## config.mk

```make
export PLATFORM = sky130hd
export DESIGN_NAME = optimal_replacement_eviction_counter
export DESIGN_NICKNAME = d
export VERILOG_FILES = /design/src/orec_pkg.sv /design/src/orec_store.sv /design/src/orec_slots.sv /design/src/optimal_replacement_eviction_counter.sv
export SDC_FILE = /design/constraint.sdc
export NUM_CORES = 2
export LEC_CHECK = 0
export BUFFER_PORTS_ARGS = -buffer_cell sky130_fd_sc_hd__buf_4
export CELL_PAD_IN_SITES_DETAIL_PLACEMENT = 1
export CELL_PAD_IN_SITES_GLOBAL_PLACEMENT = 1
export CORE_MARGIN = 1.5
export CORE_UTILIZATION = 50
export DETAILED_ROUTE_END_ITERATION = 10
export GPL_TIMING_DRIVEN = 0
export PLACE_DENSITY = 0.82
export REMOVE_ABC_BUFFERS = 1
export SLEW_MARGIN = 10
export SYNTH_ARGS = -nofsm -noshare
export SYNTH_HDL_FRONTEND = slang
export SYNTH_HIERARCHICAL = 1
export SYNTH_SLANG_ARGS = --single-unit
```

## constraint.sdc

```tcl
create_clock -name i_clk -period 5.5 [get_ports i_clk]
set_clock_uncertainty 0.1 [all_clocks]
set_input_delay 0.275 -clock i_clk [delete_from_list [all_inputs] [get_ports i_clk]]
set_output_delay 0.275 -clock i_clk [all_outputs]
set_load 0.03 [all_outputs]
```

## src/orec_pkg.sv

```systemverilog
package orec_pkg;

    localparam int CFG_W = 5;
    localparam int CNT_W = 8;
    localparam logic [CNT_W-1:0] CNT_MAX = '1;

    typedef enum logic [1:0] {
        ST_LOAD,
        ST_FETCH,
        ST_CHECK,
        ST_SCAN
    } t_state;

    typedef struct packed {
        logic clear;
        logic fill;
        logic evict;
        logic scan_start;
        logic scan_upd;
    } t_slot_ctl;

endpackage

```

## src/orec_store.sv

```systemverilog
module orec_store #(
    parameter int MAX_REQUESTS = 128,
    parameter int ID_BITS      = 8
) (
    input  logic                            i_clk,
    input  logic                            i_wr_en,
    input  logic [$clog2(MAX_REQUESTS)-1:0] i_wr_addr,
    input  logic [ID_BITS-1:0]              i_wr_data,
    input  logic [$clog2(MAX_REQUESTS)-1:0] i_rd_addr,
    output logic [ID_BITS-1:0]              o_rd_data
);
    import orec_pkg::*;

    logic [ID_BITS-1:0] r_mem [MAX_REQUESTS];
    logic [ID_BITS-1:0] r_rd_data;

    always_ff @(posedge i_clk) begin
        if (i_wr_en) begin
            r_mem[i_wr_addr] <= i_wr_data;
        end
        r_rd_data <= r_mem[i_rd_addr];
    end

    assign o_rd_data = r_rd_data;

endmodule

```

## src/orec_slots.sv

```systemverilog
module orec_slots #(
    parameter int MAX_SLOTS = 16,
    parameter int ID_BITS   = 8
) (
    input  logic                             i_clk,
    input  logic                             i_rst_n,
    input  orec_pkg::t_slot_ctl              i_ctl,
    input  logic [$clog2(MAX_SLOTS+1)-1:0]   i_cap,
    input  logic [ID_BITS-1:0]               i_id,
    input  logic [ID_BITS-1:0]               i_scan_id,
    output logic                             o_hit,
    output logic                             o_full,
    output logic                             o_scan_done
);
    import orec_pkg::*;

    localparam int SW = $clog2(MAX_SLOTS + 1);
    localparam int XW = (MAX_SLOTS > 1) ? $clog2(MAX_SLOTS) : 1;

    logic [ID_BITS-1:0]   r_slot [MAX_SLOTS];
    logic [SW-1:0]        r_filled;
    logic [MAX_SLOTS-1:0] r_found;

    logic [MAX_SLOTS-1:0] w_valid;
    logic [MAX_SLOTS-1:0] w_match_cur;
    logic [MAX_SLOTS-1:0] w_match_scan;
    logic [MAX_SLOTS-1:0] w_found_nx;
    logic [XW-1:0]        w_match_idx;
    logic [XW-1:0]        w_low_idx;
    logic [XW-1:0]        w_victim;

    always_comb begin
        w_match_idx = '0;
        w_low_idx   = '0;
        for (int s = 0; s < MAX_SLOTS; s++) begin
            w_valid[s]      = SW'(s) < r_filled;
            w_match_cur[s]  = w_valid[s] && (r_slot[s] == i_id);
            w_match_scan[s] = w_valid[s] && (r_slot[s] == i_scan_id);
            if (w_match_scan[s]) begin
                w_match_idx = w_match_idx | XW'(s);
            end
        end
        // lowest resident slot with no later use
        for (int s = MAX_SLOTS - 1; s >= 0; s--) begin
            if (w_valid[s] && !r_found[s]) begin
                w_low_idx = XW'(s);
            end
        end
        w_found_nx  = r_found | w_match_scan;
        o_scan_done = i_ctl.scan_upd && (|w_match_scan) && (&(w_found_nx | ~w_valid));
        w_victim    = o_scan_done ? w_match_idx : w_low_idx;
        o_hit       = |w_match_cur;
        o_full      = r_filled >= i_cap;
    end

    always_ff @(posedge i_clk) begin
        if (!i_rst_n) begin
            r_filled <= '0;
            r_found  <= '0;
        end else begin
            if (i_ctl.clear) begin
                r_filled <= '0;
            end else if (i_ctl.fill) begin
                r_filled <= r_filled + SW'(1);
            end
            if (i_ctl.scan_start) begin
                r_found <= '0;
            end else if (i_ctl.scan_upd) begin
                r_found <= w_found_nx;
            end
        end
    end

    always_ff @(posedge i_clk) begin
        if (i_ctl.fill) begin
            r_slot[r_filled[XW-1:0]] <= i_id;
        end else if (i_ctl.evict) begin
            r_slot[w_victim] <= i_id;
        end
    end

endmodule

```

## src/optimal_replacement_eviction_counter.sv

```systemverilog
// Optimal (farthest-next-use) replacement eviction counter.
// Requests come in as command words: a word is taken at a rising edge with
// start high and busy low. Each accepted word is written into the request
// store in that cycle, so a sequence loads at one word per cycle; words past
// MAX_REQUESTS are dropped. A word with i_last_request set starts the replay
// of the stored sequence and busy stays high until it ends.
// Replay handles each stored request with a store read, then a hit/fill check.
// An eviction adds a forward scan of the store, one stored word at a time
// from the next request, until every resident item has been seen again or
// the end of the sequence is reached. The single store read port sets this pace.
// The result, o_eviction_count, appears for one cycle with o_valid in the
// cycle busy drops; the receiver must take it then, there is no back-pressure.
// i_cfg_wr_en / i_cfg_wr_data set the slot count (0 acts as 1, values above
// MAX_SLOTS act as MAX_SLOTS); write it only while busy is low.
// Reset clears the sequence, the slots and the counter and sets the slot
// count to 1; the block is ready in the first cycle after reset.
module optimal_replacement_eviction_counter #(
    parameter int MAX_REQUESTS = 128,
    parameter int MAX_SLOTS    = 16,
    parameter int ID_BITS      = 8
) (
    input  logic                       i_clk,
    input  logic                       i_rst_n,
    input  logic                       i_cfg_wr_en,
    input  logic [orec_pkg::CFG_W-1:0] i_cfg_wr_data,
    input  logic                       start,
    output logic                       busy,
    input  logic [ID_BITS-1:0]         i_request_id,
    input  logic                       i_last_request,
    output logic                       o_valid,
    output logic [orec_pkg::CNT_W-1:0] o_eviction_count
);
    import orec_pkg::*;

    localparam int CW = $clog2(MAX_REQUESTS + 1);
    localparam int AW = $clog2(MAX_REQUESTS);
    localparam int SW = $clog2(MAX_SLOTS + 1);

    t_state             r_state, n_state;
    logic [CFG_W-1:0]   r_cfg;
    logic [CW-1:0]      r_total, n_total;
    logic [CW-1:0]      r_i, n_i;
    logic [CW-1:0]      r_j, n_j;
    logic               r_scan_vld, n_scan_vld;
    logic [ID_BITS-1:0] r_cur_id, n_cur_id;
    logic [CNT_W-1:0]   r_evict, n_evict;
    logic               r_out_vld, n_out_vld;
    logic [CNT_W-1:0]   r_out_cnt, n_out_cnt;

    logic [SW-1:0]      w_cap;
    logic               w_store_we;
    logic [AW-1:0]      w_rd_addr;
    logic [ID_BITS-1:0] w_rd_data;
    logic [ID_BITS-1:0] w_slot_id;
    logic               w_step_done;
    t_slot_ctl          w_ctl;
    logic               w_hit;
    logic               w_full;
    logic               w_scan_done;

    always_comb begin
        if (r_cfg == '0) begin
            w_cap = SW'(1);
        end else if (int'(r_cfg) > MAX_SLOTS) begin
            w_cap = SW'(MAX_SLOTS);
        end else begin
            w_cap = SW'(r_cfg);
        end
    end

    orec_store #(
        .MAX_REQUESTS(MAX_REQUESTS),
        .ID_BITS     (ID_BITS)
    ) u_store (
        .i_clk    (i_clk),
        .i_wr_en  (w_store_we),
        .i_wr_addr(r_total[AW-1:0]),
        .i_wr_data(i_request_id),
        .i_rd_addr(w_rd_addr),
        .o_rd_data(w_rd_data)
    );

    assign w_rd_addr = (r_state == ST_FETCH) ? r_i[AW-1:0] : r_j[AW-1:0];
    assign w_slot_id = (r_state == ST_CHECK) ? w_rd_data : r_cur_id;

    orec_slots #(
        .MAX_SLOTS(MAX_SLOTS),
        .ID_BITS  (ID_BITS)
    ) u_slots (
        .i_clk      (i_clk),
        .i_rst_n    (i_rst_n),
        .i_ctl      (w_ctl),
        .i_cap      (w_cap),
        .i_id       (w_slot_id),
        .i_scan_id  (w_rd_data),
        .o_hit      (w_hit),
        .o_full     (w_full),
        .o_scan_done(w_scan_done)
    );

    always_ff @(posedge i_clk) begin
        if (!i_rst_n) begin
            r_state    <= ST_LOAD;
            r_cfg      <= CFG_W'(1);
            r_total    <= '0;
            r_i        <= '0;
            r_j        <= '0;
            r_scan_vld <= 1'b0;
            r_evict    <= '0;
            r_out_vld  <= 1'b0;
        end else begin
            r_state    <= n_state;
            if (i_cfg_wr_en) begin
                r_cfg <= i_cfg_wr_data;
            end
            r_total    <= n_total;
            r_i        <= n_i;
            r_j        <= n_j;
            r_scan_vld <= n_scan_vld;
            r_evict    <= n_evict;
            r_out_vld  <= n_out_vld;
        end
    end

    always_ff @(posedge i_clk) begin
        r_cur_id  <= n_cur_id;
        r_out_cnt <= n_out_cnt;
    end

    always_comb begin
        n_state     = r_state;
        n_total     = r_total;
        n_i         = r_i;
        n_j         = r_j;
        n_scan_vld  = r_scan_vld;
        n_cur_id    = r_cur_id;
        n_evict     = r_evict;
        n_out_vld   = 1'b0;
        n_out_cnt   = r_out_cnt;
        w_store_we  = 1'b0;
        w_step_done = 1'b0;
        w_ctl       = '0;

        case (r_state)
            ST_LOAD: begin
                if (start) begin
                    if (r_total < CW'(MAX_REQUESTS)) begin
                        w_store_we = 1'b1;
                        n_total    = r_total + CW'(1);
                    end
                    if (i_last_request) begin
                        n_i     = '0;
                        n_state = ST_FETCH;
                    end
                end
            end
            ST_FETCH: begin
                n_state = ST_CHECK;
            end
            ST_CHECK: begin
                n_cur_id = w_rd_data;
                if (w_hit) begin
                    w_step_done = 1'b1;
                end else if (!w_full) begin
                    w_ctl.fill  = 1'b1;
                    w_step_done = 1'b1;
                end else begin
                    w_ctl.scan_start = 1'b1;
                    n_j              = r_i + CW'(1);
                    n_scan_vld       = 1'b0;
                    n_state          = ST_SCAN;
                end
            end
            ST_SCAN: begin
                w_ctl.scan_upd = r_scan_vld;
                if (w_scan_done || (!r_scan_vld && !(r_j < r_total))) begin
                    w_ctl.evict = 1'b1;
                    n_evict     = (r_evict == CNT_MAX) ? r_evict : r_evict + CNT_W'(1);
                    w_step_done = 1'b1;
                end else begin
                    n_scan_vld = r_j < r_total;
                    n_j        = (r_j < r_total) ? r_j + CW'(1) : r_j;
                end
            end
            default: begin
                n_state = ST_LOAD;
            end
        endcase

        if (w_step_done) begin
            if (r_i + CW'(1) == r_total) begin
                n_out_vld   = 1'b1;
                n_out_cnt   = n_evict;
                n_total     = '0;
                n_evict     = '0;
                w_ctl.clear = 1'b1;
                n_state     = ST_LOAD;
            end else begin
                n_i     = r_i + CW'(1);
                n_state = ST_FETCH;
            end
        end
    end

    assign busy             = r_state != ST_LOAD;
    assign o_valid          = r_out_vld;
    assign o_eviction_count = r_out_cnt;

`ifndef NO_ASSERTIONS
    a_result_when_idle: assert property (@(posedge i_clk) disable iff (!i_rst_n)
        o_valid |-> !busy)
        else $error("result while replay still running");

    a_total_bound: assert property (@(posedge i_clk) disable iff (!i_rst_n)
        r_total <= CW'(MAX_REQUESTS))
        else $error("request count beyond store depth");

    a_scan_needs_full: assert property (@(posedge i_clk) disable iff (!i_rst_n)
        (r_state == ST_SCAN) |-> w_full)
        else $error("victim scan with free slots");

    a_replay_index: assert property (@(posedge i_clk) disable iff (!i_rst_n)
        busy |-> (r_i < r_total))
        else $error("replay index past stored sequence");
`endif

endmodule
```

== Word level (Yosys, flattened, before mapping) ==
Memory sizes are Yosys's and may differ from the RTL's. A register that Yosys moved wholly into a read port is not among the register bits.
Index checks and enable logic that the tools add are counted.

* $add $sub $neg: 5
* Order comparisons: 20
* Equality and inequality tests: 45
* Muxes and demuxes: 93
* Bitwise operators: 4
* Reductions and logical operators: 85

{| class="wikitable"
|+ Operator list
! operator !! number
|-
| 8-bit equality test || 33
|-
| 8-bit two-way mux || 21
|-
| 4-bit two-way mux || 26
|-
| 1-bit logical AND || 51
|-
| 4-bit by 5-bit less-than comparator with 1-bit output, first input constant || 8
|-
| 8-bit by 1-bit adder with 8-bit output, second input constant || 4
|-
| 16-bit bitwise OR || 2
|-
| 16-bit OR reduction || 2
|-
| 1-bit two-way mux || 28
|-
| 3-bit by 5-bit less-than comparator with 1-bit output, first input constant || 4
|-
| 1-bit zero test || 18
|-
| 16-bit NOT || 1
|-
| 8-bit case mux with 2 select lines || 1
|-
| 16-bit AND reduction || 1
|-
| 2-bit two-way mux || 7
|-
| 3-bit two-way mux || 4
|-
| 3-bit inequality test, second input constant || 4
|-
| 1-bit by 5-bit less-than comparator with 1-bit output, first input constant || 2
|-
| 2-bit by 5-bit less-than comparator with 1-bit output, first input constant || 2
|-
| 5-bit two-way mux || 2
|-
| 5-bit AND reduction || 2
|-
| 8-bit equality test, second input constant || 1
|-
| 8-bit less-than comparator || 1
|-
| 8-bit less-than comparator, second input constant || 1
|-
| other kinds (19) || 26
|}

* Bits in registers: 78
* Bits in writable memories: 1,152
* Output and inout port bits: 10
* Memories kept: 2

{| class="wikitable"
|+ Memory list
! name !! words !! width !! read ports !! clocked after Yosys merged registers in !! wr ports !! RTL line !! source
|-
| u_store.r_mem || 128 || 8 || 1 || 1 || 1 || orec_store.sv:14 || <nowiki>logic [ID_BITS-1:0] r_mem [MAX_REQUESTS];</nowiki>
|-
| u_slots.r_slot || 16 || 8 || 16 || 0 || 1 || orec_slots.sv:20 || <nowiki>logic [ID_BITS-1:0] r_slot [MAX_SLOTS];</nowiki>
|}

== Longest topological paths before layout ==
* Depth in word-level cells: 20
* Gate-level depth with buffers: 21
* Mapped depth without buffers: 18

== Hierarchy ==
Netlist, hierarchy kept.

{| class="wikitable"
|+ Modules (own cells, without submodules)
! module !! times used !! cells an instance !! area an instance (sq um)
|-
| orec_store || 1 || 1,635 || 39,665.5
|-
| orec_slots || 1 || 766 || 8,754.6
|-
| optimal_replacement_eviction_counter || 1 || 370 || 3,314.4
|}

== Worst setup path before layout ==
Ideal clock, no wire load.

* Path kind: register to register
* Start: register r_state[0]
* End: memory u_slots.r_slot[0][0] (enable)
* Setup time: 0.395 ns
* Data arrival time: 4.996 ns
* Data required time: 5.005 ns
* Setup slack: 0.010 ns
* Cell stages (with the launch flop): 21
* Clock period less this slack: 5.490 ns
* Path through: dfxtp_1 inv_1 ha_1 clkbuf_1 mux2_2 clkbuf_1 buf_1 xor2_1 nor4_1 nand4_1 o311ai_0 nor2_1 nand4_1 nor3b_1 clkbuf_1 nand2b_1 buf_1 or3_1 nor3_1 a221oi_4 nor4_1

{| class="wikitable"
|+ RTL lines
! element !! RTL line !! source
|-
| from (decl) || optimal_replacement_eviction_counter.sv:39 || <nowiki>t_state r_state, n_state;</nowiki>
|-
| from (signal assigned) || optimal_replacement_eviction_counter.sv:112 || <nowiki>r_state <= n_state;</nowiki>
|-
| to (decl) || orec_slots.sv:20 ||
|}

==> summary.txt <==
Post-Place Cells = 4026
Syn Inst Count = 2771
Final WL = 133000 µm
H-tree depth = 3
Sw frac = 0.263
DRT Pass-1 Iters = 5
Top FF cell, synth = edfxtp_1
Internal power = 17.1 mW
Finished Cell Area = 0.0587 mm²
Crit path required time = 5800 ps
Die area = 0.105 mm²
Tcrit/Tclk final = 0.973
Number of synthesized register bits = 1238
Final cell count without fillers = 4345
Vias in the first global route = 28600
CTS Buffer Depth = 3
Worst setup margin = 147 ps
Comb pwr share = 0.183
Max Fclk = 187 MHz
Worst EP arrival = 5650 ps
Synth area leaders = edfxtp_1, mux4_2, xnor2_1
Crit-path slowest cell = nor3_1
# clock sinks = 1238
Slowest stage delay, CP = 550 ps
Relative slew slack = 0.0775
Root buf cell = clkbuf_16
Yosys warning count = 6
Crit path cell chain = buf_6 > buf_4 > xnor2_1 > nand4_1 > nor3_1 > nor3_1 > and4bb_4 > or2_4 > inv_1 > inv_1 > a21oi_1 > and3_1 > a21oi_2 > inv_4 > nand2b_2 > or3_1 > nor3_1 > a221oi_4 > buf_12 > nor4_4 > buf_4
Area of the mapped netlist = 0.0517 mm²
Initial Utilization = 0.506
Die Span Y = 325 µm
Worst hold path class = input port to register
Placed standard-cell area = 0.0533 mm²
CTS tree = yes
Share of layout cells above drive strength 1 = 0.253
Design Power = 23.3 mW
Commonest non-fill, non-tap cell in the layout = edfxtp_1
All-layer global routing usage = 0.248
Global placer's final weighted congestion = 0.893
Final min period = 5350 ps
Yosys cell types = 87
DRT antenna net count = 0
Max Fanout on Critical Path = 9
P per Cell Area = 396 mW/mm²
# IOs = 28
Gr ovfl total = 0
Asr flop ratio synth = 0
Slew @ Worst Pin = 1380 ps
Largest net degree at the start of global routing = 129
Placement Setup Slack = -1890 ps
Final setup violation count = 0
First-pass GRT wire length = 195000 µm
Top Family by Delay on Critical Path = simple AND/OR/NAND/NOR gates
Area Growth Syn to Fin = 13.5%
Max Cap Viol = 0
Final Max Tran Viols = 0
Worst setup SP type = register
NetSw = 6.12 mW
Post-synth EDFFs = 1160
VDD IR-drop max = 291 µV
Leading area contributor after synthesis = edfxtp_1
Routed vias = 27600
Cts bufs inserted = 119
Row count = 117
Worst-Skew Late Latency = 730 ps
Yosys top cell area share = 0.673
DR DRC count = 0
CP endpoint kind = register
Setup TNS = 0 ps
Static leakage = 17.7 nW
Worst Path Buf+Inv = 7
Filler cells = 8951
Final Hold Fails = 0
DP HPWL = 75300 µm
Drt wl/cell = 30.6 µm
Core area = 0.102 mm²
CP dominant cell by count = nor3_1
Most frequent cells in the layout = edfxtp_1, mux4_2, xnor2_1
Register share of total power = 0.464
Clock share of power = 0.353
Ant. Diodes = 0
CP Class = register to register
Initial antenna violation count = 2
1st-iter DRT viols = 2891
Routed vias/inst = 6.36
Fin nets = 2917
Flip-flop and latch area = 0.0364 mm²
Syn avg cell area = 18.7 µm²
Clock-pin slew of the registers on the worst-case setup and hold paths = 70 ps
I/O Buffers = 27
Die W = 325 µm
Multi-input logic area = 0.0149 mm²
Seq/Total Area, Yosys = 0.703
Status = finished, final reports clean
==> final timing paths <==
| check | from | to | slack [ps] | cells after the start |
|---|---|---|---|---|
| max reg2reg | u_store/o_rd_data[2]$_DFF_P_ | u_slots/r_slot[1][7]$_DFFE_PP_ | 150 | 21 |
| max | u_store/o_rd_data[2]$_DFF_P_ | u_slots/r_slot[1][7]$_DFFE_PP_ | 150 | 21 |
| min | i_last_request | r_state[1]$_SDFFE_PN0P_ | 40 | 4 |
| min reg2reg | u_slots/r_found[7]$_SDFFE_PP0P_ | u_slots/r_found[7]$_SDFFE_PP0P_ | 400 | 2 |
==> per-layer routing <==
layer  vias to the layer above  GRT usage  share of wire
li1                      11300          -              -
met1                     14700      0.331           0.39
met2                      1319      0.417           0.51
met3                       317     0.0363          0.066
met4                         4     0.0867          0.040
met5                         -          0        0.00025
==> synth_stat cells, types with 18 or more instances <==
library cell and count:
nor3_1 46, buf_1 23, mux4_2 336, ha_1 22, clkbuf_1 72, buf_2 27
nand2_1 59, nand4_1 64, edfxtp_1 1160, inv_1 28, dfxtp_1 78, nand3_1 35
mux2_2 26, nor4_1 33, nor2b_1 18, o21ai_0 33, xnor2_1 220, xor2_1 60
nor2_1 195, a21oi_1 43
==> stage by stage <==
stage,hold WS (ps),utilization
6_report,41.5,0.575
2_1_floorplan,237,-
5_1_grt,24.2,0.575
4_1_cts,2.68,0.566
3_5_place_dp,363,0.522
3_3_place_gp,347,0.517
==> cell families (layout without fill, tap and decap cells) <==
group / after synthesis / in the layout / synth area share
multiplexers: 373 / 373 / 0.154
buffers and inverters: 184 / 390 / 0.0174
AO/OA/AOI/OAI: 155 / 155 / 0.0215
adder cells (fa/ha/maj): 22 / 22 / 0.00532
flip-flops: 1238 / 1238 / 0.703
XOR/XNOR: 280 / 280 / 0.0474
AND/OR/NAND/NOR: 519 / 519 / 0.0506
==> registers in the layout, indices dropped and copies added (netlist names) <==
register,count
r_j,8
o_eviction_count,8
u_slots/r_filled,5
r_cfg,5
r_cur_id,8
u_store/o_rd_data,8
r_evict,8
r_scan_vld,1
u_store/r_mem,1024
u_slots/r_slot,128
r_i,8
u_slots/r_found,16
r_total,8
o_valid,1
r_state,2
==> power by group through the flow <==
stage / clock, mW / sequential [mW] / combinational (mW)
after floorplan: 0 / 11.0 / 2.58
after global placement: 0 / 11.1 / 3.57
after detailed placement: 0 / 11.2 / 3.54
after CTS: 8.31 / 10.9 / 3.83
after global routing: 8.61 / 10.8 / 4.49
final: 8.21 / 10.8 / 4.26
==> area by class of cell <==
| type | instances | share of cell area |
|---|---|---|
| Clock inverter | 64 | 0.0113 |
| Multi-Input combinational cell | 1349 | 0.254 |
| Clock buffer | 157 | 0.0556 |
| Timing Repair Buffer | 139 | 0.0273 |
| Sequential cell | 1238 | 0.621 |
| Inverter | 30 | 0.00202 |
| Tap cell | 1368 | 0.0292 |
==> worst reg2reg max path, cell delays in order (launching register included) <==
cell	delay, ps
dfxtp_4	490
buf_6	230
buf_4	140
xnor2_1	110
nand4_1	130
nor3_1	550
nor3_1	180
and4bb_4	280
or2_4	290
inv_1	150
inv_1	60
a21oi_1	190
and3_1	280
a21oi_2	120
inv_4	180
nand2b_2	160
or3_1	380
nor3_1	280
a221oi_4	70
buf_12	180
nor4_4	280
buf_4	220
==> timing repair <==
action / CTS / global route
endpoints found under the hold margin: 22 / 298
pin swaps: 14 / 3
endpoints found under the setup margin: 148 / 138
buffers inserted: 26 / 43
hold buffers: 12 / 8
gates resized for setup: 41 / 27
No activity file was read; power rests on OpenSTA's default activity.
